[config.mk]
export PLATFORM = sky130hd
export DESIGN_NAME = grib_record_splitter_flat
export DESIGN_NICKNAME = d
export VERILOG_FILES = /design/src/sv/grs_pkg.sv /design/src/sv/grs_in_if.sv /design/src/sv/grs_out_if.sv /design/src/sv/grs_head_decode.sv /design/src/sv/grib_record_splitter.sv /design/src/flat_wrapper.sv
export SDC_FILE = /design/constraint.sdc
export NUM_CORES = 1
export LEC_CHECK = 0
export BUFFER_PORTS_ARGS = -buffer_cell sky130_fd_sc_hd__buf_4
export CAP_MARGIN = 5
export CORE_ASPECT_RATIO = 1.1
export CORE_MARGIN = 2
export CORE_UTILIZATION = 55
export DETAILED_ROUTE_END_ITERATION = 10
export GPL_TIMING_DRIVEN = 0
export PLACE_DENSITY = 0.71
export SLEW_MARGIN = 5
export SYNTH_ARGS = -nofsm -noshare
export SYNTH_HDL_FRONTEND = slang
export SYNTH_SLANG_ARGS = --single-unit
[constraint.sdc]
create_clock -name clk_i -period 5.2 [get_ports clk_i]
set_clock_uncertainty 0.1 [all_clocks]
set_input_delay 0 -clock clk_i [delete_from_list [all_inputs] [get_ports clk_i]]
set_output_delay 0 -clock clk_i [all_outputs]
set_load 0.01 [all_outputs]
[src/sv/grs_pkg.sv]
// ----------------------------------------------------------------------------
// GRIB record splitter package
// Shared constants and types for the record splitter.
// ----------------------------------------------------------------------------
`default_nettype none

package grs_pkg;

  localparam int unsigned WinDepth = 16;
  localparam int unsigned FillW    = $clog2(WinDepth + 1);
  localparam int unsigned IdxW     = $clog2(WinDepth);
  localparam int unsigned LenW     = 64;
  localparam int unsigned EdPos    = 7;
  localparam int unsigned Ed1Need  = 8;

  localparam logic [7:0] MarkG = 8'h47;
  localparam logic [7:0] MarkR = 8'h52;
  localparam logic [7:0] MarkI = 8'h49;
  localparam logic [7:0] MarkB = 8'h42;

  localparam logic [7:0] EdOne = 8'd1;
  localparam logic [7:0] EdTwo = 8'd2;

  localparam logic [1:0] DestDrop = 2'd0;
  localparam logic [1:0] DestEd1  = 2'd1;
  localparam logic [1:0] DestEd2  = 2'd2;

  typedef logic [WinDepth-1:0][7:0] window_t;

  typedef struct packed {
    logic            found;
    logic [1:0]      dest;
    logic            zero_len;
    logic [LenW-1:0] len_m1;
  } head_t;

endpackage

`default_nettype wire

[src/sv/grs_in_if.sv]
// ----------------------------------------------------------------------------
// Record splitter input channel
// Valid/ready channel that carries one stream byte per word.
// ----------------------------------------------------------------------------
`default_nettype none

interface grs_in_if;
  logic       valid;
  logic       ready;
  logic [7:0] data_byte;
  logic       end_of_stream;

  modport source (output valid, output data_byte, output end_of_stream, input ready);
  modport sink   (input valid, input data_byte, input end_of_stream, output ready);
endinterface

`default_nettype wire

[src/sv/grs_out_if.sv]
// ----------------------------------------------------------------------------
// Record splitter output channel
// Valid/ready channel that carries one tagged byte per word.
// ----------------------------------------------------------------------------
`default_nettype none

interface grs_out_if;
  logic       valid;
  logic       ready;
  logic [7:0] out_byte;
  logic [1:0] destination;
  logic       record_start;
  logic       last;

  modport source (output valid, output out_byte, output destination,
                  output record_start, output last, input ready);
  modport sink   (input valid, input out_byte, input destination,
                  input record_start, input last, output ready);
endinterface

`default_nettype wire

[src/sv/grs_head_decode.sv]
// ----------------------------------------------------------------------------
// Record header decoder
// Checks the window head for a GRIB marker with a known edition and extracts
// the record length.
// ----------------------------------------------------------------------------
`default_nettype none

module grs_head_decode (
  input  grs_pkg::window_t         win_i,
  input  logic [grs_pkg::FillW-1:0] fill_i,
  output grs_pkg::head_t           head_o
);
  import grs_pkg::*;

  logic            magic_ok;
  logic            is_ed1;
  logic            is_ed2;
  logic [LenW-1:0] len;

  assign magic_ok = (win_i[0] == MarkG) && (win_i[1] == MarkR) &&
                    (win_i[2] == MarkI) && (win_i[3] == MarkB) &&
                    (fill_i >= FillW'(Ed1Need));
  assign is_ed1   = magic_ok && (win_i[EdPos] == EdOne);
  assign is_ed2   = magic_ok && (win_i[EdPos] == EdTwo) && (fill_i == FillW'(WinDepth));

  always_comb begin
    if (is_ed1) begin
      len = {40'd0, win_i[4], win_i[5], win_i[6]};
    end else begin
      len = {win_i[8], win_i[9], win_i[10], win_i[11],
             win_i[12], win_i[13], win_i[14], win_i[15]};
    end
  end

  assign head_o.found    = is_ed1 || is_ed2;
  assign head_o.dest     = is_ed1 ? DestEd1 : DestEd2;
  assign head_o.zero_len = (len == '0);
  assign head_o.len_m1   = len - LenW'(1);

endmodule

`default_nettype wire

[src/sv/grib_record_splitter.sv]
// ----------------------------------------------------------------------------
// GRIB record splitter
// Tags each byte of a byte stream with its destination: drop, edition-1
// stream or edition-2 stream.
// ----------------------------------------------------------------------------
// Bytes enter on in_i and leave in the same order on out_o, each word tagged
// with a destination, a record start flag and an end-of-stream flag.
// Every byte passes through a 16-byte look-ahead window, so a byte leaves
// only after the 15 bytes that follow it have been accepted, or when a word
// with end_of_stream set has been accepted.
// A byte that leaves the window is registered and presented on out_o in the
// next cycle. Throughput is one byte per cycle while out_o is not stalled;
// header decode and the 64-bit length counter both finish within that cycle.
// After an end-of-stream word the window drains at one byte per cycle while
// out_o is not stalled, and in_i.ready stays low until the final word, marked
// with last, has left the window. All record state then returns to reset.
// When out_o is stalled the output register holds its word; in_i keeps
// accepting until the window is full.
// Reset clears the window count and all record state.
// ----------------------------------------------------------------------------
`default_nettype none

module grib_record_splitter (
  input  logic             clk_i,
  input  logic             rst_ni,
  grs_in_if.sink           in_i,
  grs_out_if.source        out_o
);
  import grs_pkg::*;

  window_t          win_q, win_d, win_sh;
  logic [FillW-1:0] fill_q, fill_d, fill_sh;
  logic [LenW-1:0]  rem_q, rem_d;
  logic [1:0]       cur_q, cur_d;
  logic             in_rec_q, in_rec_d;
  logic             halted_q, halted_d;
  logic             flush_q, flush_d;
  logic             out_valid_q, out_valid_d;
  logic [7:0]       out_byte_q;
  logic [1:0]       out_dest_q, dest;
  logic             out_start_q, start;
  logic             out_last_q;

  head_t            head;
  logic             out_free;
  logic             emit;
  logic             last_emit;
  logic             accept;

  grs_head_decode u_head (
    .win_i  (win_q),
    .fill_i (fill_q),
    .head_o (head)
  );

  assign out_free  = !out_valid_q || out_o.ready;
  assign emit      = out_free &&
                     ((fill_q == FillW'(WinDepth)) || (flush_q && (fill_q != '0)));
  assign last_emit = flush_q && (fill_q == FillW'(1));
  assign in_i.ready = !flush_q && ((fill_q < FillW'(WinDepth)) || emit);
  assign accept    = in_i.valid && in_i.ready;

  always_comb begin
    for (int i = 0; i < WinDepth - 1; i++) begin
      win_sh[i] = emit ? win_q[i+1] : win_q[i];
    end
    win_sh[WinDepth-1] = emit ? 8'h00 : win_q[WinDepth-1];
    fill_sh = fill_q - FillW'(emit);

    win_d  = win_sh;
    fill_d = fill_sh;
    if (accept) begin
      win_d[fill_sh[IdxW-1:0]] = in_i.data_byte;
      fill_d = fill_sh + FillW'(1);
    end
  end

  always_comb begin
    rem_d    = rem_q;
    cur_d    = cur_q;
    in_rec_d = in_rec_q;
    halted_d = halted_q;
    flush_d  = flush_q;
    dest     = DestDrop;
    start    = 1'b0;

    if (emit) begin
      priority if (halted_q) begin
        dest = DestDrop;
      end else if (in_rec_q) begin
        dest  = cur_q;
        rem_d = rem_q - LenW'(1);
        if (rem_q == LenW'(1)) begin
          in_rec_d = 1'b0;
        end
      end else if (head.found) begin
        if (head.zero_len) begin
          halted_d = 1'b1;
          dest     = DestDrop;
        end else begin
          cur_d    = head.dest;
          rem_d    = head.len_m1;
          in_rec_d = (head.len_m1 != '0);
          start    = 1'b1;
          dest     = head.dest;
        end
      end else begin
        dest = cur_q;
      end

      if (last_emit) begin
        rem_d    = '0;
        cur_d    = DestDrop;
        in_rec_d = 1'b0;
        halted_d = 1'b0;
        flush_d  = 1'b0;
      end
    end

    if (accept && in_i.end_of_stream) begin
      flush_d = 1'b1;
    end
  end

  assign out_valid_d = emit || (out_valid_q && !out_o.ready);

  always_ff @(posedge clk_i or negedge rst_ni) begin
    if (!rst_ni) begin
      fill_q      <= '0;
      rem_q       <= '0;
      cur_q       <= DestDrop;
      in_rec_q    <= 1'b0;
      halted_q    <= 1'b0;
      flush_q     <= 1'b0;
      out_valid_q <= 1'b0;
    end else begin
      fill_q      <= fill_d;
      rem_q       <= rem_d;
      cur_q       <= cur_d;
      in_rec_q    <= in_rec_d;
      halted_q    <= halted_d;
      flush_q     <= flush_d;
      out_valid_q <= out_valid_d;
    end
  end

  always_ff @(posedge clk_i) begin
    win_q <= win_d;
    if (emit) begin
      out_byte_q  <= win_q[0];
      out_dest_q  <= dest;
      out_start_q <= start;
      out_last_q  <= last_emit;
    end
  end

  assign out_o.valid        = out_valid_q;
  assign out_o.out_byte     = out_byte_q;
  assign out_o.destination  = out_dest_q;
  assign out_o.record_start = out_start_q;
  assign out_o.last         = out_last_q;

  a_fill_bound : assert property (@(posedge clk_i) disable iff (!rst_ni)
    fill_q <= FillW'(WinDepth))
    else $error("window count exceeds depth");

  a_no_input_in_flush : assert property (@(posedge clk_i) disable iff (!rst_ni)
    flush_q |-> !in_i.ready)
    else $error("input accepted while draining");

  a_start_routed : assert property (@(posedge clk_i) disable iff (!rst_ni)
    (out_o.valid && out_o.record_start) |-> (out_o.destination != DestDrop))
    else $error("record start tagged as drop");

  a_halt_excl : assert property (@(posedge clk_i) disable iff (!rst_ni)
    halted_q |-> !in_rec_q)
    else $error("halted while a record is open");

  a_drain_clears : assert property (@(posedge clk_i) disable iff (!rst_ni)
    (emit && last_emit) |=> (!flush_q && !in_rec_q && !halted_q && (fill_q == '0)))
    else $error("state not cleared after final word");

endmodule

`default_nettype wire

[src/flat_wrapper.sv]
// flat-port wrapper written by rule: the top's interface ports become plain ports
module grib_record_splitter_flat import grs_pkg::*;
  (clk_i, rst_ni, in_i_valid, in_i_data_byte, in_i_end_of_stream, in_i_ready, out_o_valid, out_o_out_byte, out_o_destination, out_o_record_start, out_o_last, out_o_ready);
  grs_in_if in_i_i ();
  grs_out_if out_o_i ();
  input  logic clk_i;
  input  logic rst_ni;
  input wire logic [$bits(in_i_i.valid)-1:0] in_i_valid;
  input wire logic [$bits(in_i_i.data_byte)-1:0] in_i_data_byte;
  input wire logic [$bits(in_i_i.end_of_stream)-1:0] in_i_end_of_stream;
  output wire logic [$bits(in_i_i.ready)-1:0] in_i_ready;
  output wire logic [$bits(out_o_i.valid)-1:0] out_o_valid;
  output wire logic [$bits(out_o_i.out_byte)-1:0] out_o_out_byte;
  output wire logic [$bits(out_o_i.destination)-1:0] out_o_destination;
  output wire logic [$bits(out_o_i.record_start)-1:0] out_o_record_start;
  output wire logic [$bits(out_o_i.last)-1:0] out_o_last;
  input wire logic [$bits(out_o_i.ready)-1:0] out_o_ready;
  assign in_i_i.valid = in_i_valid;
  assign in_i_i.data_byte = in_i_data_byte;
  assign in_i_i.end_of_stream = in_i_end_of_stream;
  assign in_i_ready = in_i_i.ready;
  assign out_o_valid = out_o_i.valid;
  assign out_o_out_byte = out_o_i.out_byte;
  assign out_o_destination = out_o_i.destination;
  assign out_o_record_start = out_o_i.record_start;
  assign out_o_last = out_o_i.last;
  assign out_o_i.ready = out_o_ready;
  grib_record_splitter u_core (.clk_i(clk_i), .rst_ni(rst_ni), .in_i(in_i_i), .out_o(out_o_i));
endmodule
==> reports/metrics.yaml <==
outcome:
  outcome: "complete, no violations"
setup_path:
  r2r-start: "u_core.win_q[17]$_DFF_P_"
  required_ps: 5510
  max_stage_delay_ps: 460
  worstSetupPathType: "reg2reg"
  cp_data_arrival_time_ps: 5320
  critPathCaptureType: "flop"
  cp-start-kind: "flop"
  cp-startpoint: "u_core.win_q[17]$_DFF_P_"
  crit_path_frequent_cell: "nand2_1"
  slowest_stage: "clkbuf_1"
  worstPathCellList: "nor4b_1 -> and3_2 -> and4_1 -> buf_4 -> buf_6 -> buf_4 -> buf_12 -> nand2_1 -> nand2_1 -> inv_1 -> ha_4 -> nand3b_1 -> nor3_1 -> mux2_2 -> nand2_1 -> o41ai_4 -> a21oi_2 -> o21a_1 -> clkbuf_1 -> o21ai_0 -> a22o_1"
  cp_max_fo: 28
clocking:
  clkTransAtPathRegs_ps: 60
  cts_root_buffer: "clkbuf_16"
  cts_sinks: 215
  cts_max_level: 1
  clk_latency_ps: 540
  numCtsBuffers: 23
  cts_buffer_depth: 3
  cts_tree: "yes"
floorplanning:
  rows: 60
  ios: 27
  core_region_area_mm2: 0.02425
  die_w_um: 153.2
  fp.dieH_um: 168.2
  start_util_pct: 55.57
  die_area_mm2: 0.02577
synth:
  yosys_warnings: 0
  synthCells: 1786
  synth_edf_count: 12
  syn_nets: 1809
  synth-seq-cells: 215
  syn_area_per_cell_um2: 7.544
  ys_types: 81
  async_flop_share_pct: 34.88
  synth_area_mm2: 0.01347
  ys.flop_type: "dfxtp_1"
  yosysSeqAreaShare_pct: 35.62
global_routing:
  grtUsageTotal_pct: 39.96
  grt_max_degree: 76
  grt_pass1_vias: 13900
  gr-total-overflow: 0
  antenna_found_initial: 0
  grt_pass1_wl_mm: 80.72
layout:
  drive_gt1_share_pct: 7.813
  area_growth_syn_to_layout_pct: 11.87
  final_cell_mix: "nand2_1 (296), nor2_1 (226), o21ai_0 (204)"
  seq_area_mm2: 0.004800
  fin_util_pct: 62.16
  final_common_cell: "nand2_1"
  diodes: 0
  fin_area_mm2: 0.01507
  fillerInstances: 2215
  nets: 1863
  multi_input_area_mm2: 0.008160
routing:
  dr.pass1.iters: 6
  via_per_inst: 6.660
  dr_total_vias: 14430
  wl_mm: 52.73
  drtIter0Drc: 1552
  detail-route-antenna-nets: 0
  wl_per_cell_um: 24.34
  drc: 0
sta:
  hold_viol: 0
  relSlewSlack_pct: 15.45
  setup_ws_ps: 190.4
  clock.fmax_ghz: 0.1996
  period_share_pct: 96.34
  period_minus_slack_ps: 5010
  whs_ps: 93.64
  rsz0062_at_grt: "false"
  slew_viol_final: 0
  tightest_slew_ps: 1257
  setup_viol: 0
placement:
  hpwl_mm: 39.70
  dp_slack_ps: -1583
  placed_area_mm2: 0.01400
  place_congestion: 1.015
  port_buffers: 18
hold_path:
  hold_class: "in2async"
job:
  cap_violations: 0
## metrics by stage
| stage | setup TNS [ps] | std cells |
|---|---|---|
| 5_1_grt | 0 | 2166 |
| 3_5_place_dp | -71380 | 2114 |
| 6_report | 0 | 2166 |
| 2_1_floorplan | 0 | 1786 |
| 4_1_cts | -18.64 | 2163 |
| 3_3_place_gp | -62000 | 2114 |
## Yosys cell counts (all sizes together), types with 4 or more instances
library cell	n	area share, %
a21oi	82	3.1
a22o	11	0.71
a22oi	4	0.22
a31oi	88	4.1
a32oi	5	0.32
a41oi	10	0.65
and2	6	0.28
and3	12	0.56
and4	4	0.26
buf	26	0.95
clkbuf	100	3.2
dfrtp	75	14
dfxtp	128	19
edfxtp	12	2.7
ha	10	0.93
inv	29	0.81
mux2	12	1.0
mux2i	89	6.6
nand2	296	8.2
nand2b	13	0.60
nand3	27	1.0
nand3b	5	0.28
nand4	21	1.1
nor2	233	6.5
nor3	67	2.5
nor4	39	2.1
nor4b	9	0.59
nor4bb	4	0.30
o211ai	9	0.50
o21ai	212	8.0
o21bai	4	0.22
o22ai	7	0.32
or2	4	0.19
or3	25	1.2
or4	20	1.2
xnor2	23	1.5
xor2	19	1.2
## sequential cells by signal, indices dropped and copies added (netlist names)
name,flops
u_core.flush_q,1
u_core.cur_q,2
u_core.out_o.record_start,1
u_core.win_q,128
u_core.rem_q,64
u_core.in_rec_q,1
u_core.fill_q,5
u_core.out_o.valid,1
u_core.halted_q,1
u_core.out_o.out_byte,8
u_core.out_o.destination,2
u_core.out_o.last,1
## kinds of logic after synthesis
logic type / Yosys count / share of synthesized area [%]
multiplexers: 101 / 7.614
flip-flops: 215 / 35.62
AND/OR/NAND/NOR: 796 / 27.57
buffers and inverters: 155 / 4.959
XOR/XNOR: 42 / 2.730
AO/OA/AOI/OAI: 467 / 20.58
adder cells (fa/ha/maj): 10 / 0.9286
## layout make-up
type	instances	share of cell area [%]
clock buffer	37	4.773
inverter	29	0.7222
buffer	122	3.777
timing repair buffer	33	1.826
multi-input combinational	1416	54.14
clock inverter	4	0.3486
sequential	215	31.84
tap	310	2.573
## worst max-delay path: cells and delay by family, from the launching register on
| family | cells | cell delay, ps |
|---|---|---|
| buffers and inverters | 6 | 1370 |
| and+or+nand+nor | 8 | 1490 |
| AOI/OAI and AO/OA | 5 | 1000 |
| muxes | 1 | 360 |
| DFF | 1 | 340 |
| adders and majority gates | 1 | 200 |
## timing repair
item / CTS / global route
gates cloned: 0 / 0
hold buffers: 11 / 0
pin swaps: 3 / 4
endpoints found under the hold margin: 125 / 0
setup buffers: 1 / 3
endpoints found under the setup margin: 132 / 152
gates resized for setup: 16 / 30
## per-layer routing
metal	track usage, %	share of wire, %	vias up
li1	-	-	6529
met4	19.81	5.0	0
met3	6.795	10	198
met2	65.49	46	832
met1	51.15	39	6866
met5	0	0	-
## worst paths after layout
| check | slack (ps) | to | cells after the start |
|---|---|---|---|
| worst max-delay path | 190 | u_core.rem_q[40]$_DFFE_PN0P_ | 21 |
| worst min-delay path | 90 | u_core.rem_q[4]$_DFFE_PN0P_ | 2 |
| worst max register to register | 190 | u_core.rem_q[40]$_DFFE_PN0P_ | 21 |
| worst min register to register | 360 | u_core.out_o.out_byte[1]$_DFFE_PP_ | 0 |
| max in group asynchronous | 4230 | u_core.rem_q[37]$_DFFE_PN0P_ | 2 |
| min in group clk_i | 150 | u_core.flush_q$_DFFE_PN0P_ | 3 |
Power is not shown: default switching activity piles up to over one toggle a cycle in this logic, so the estimate is an artifact.
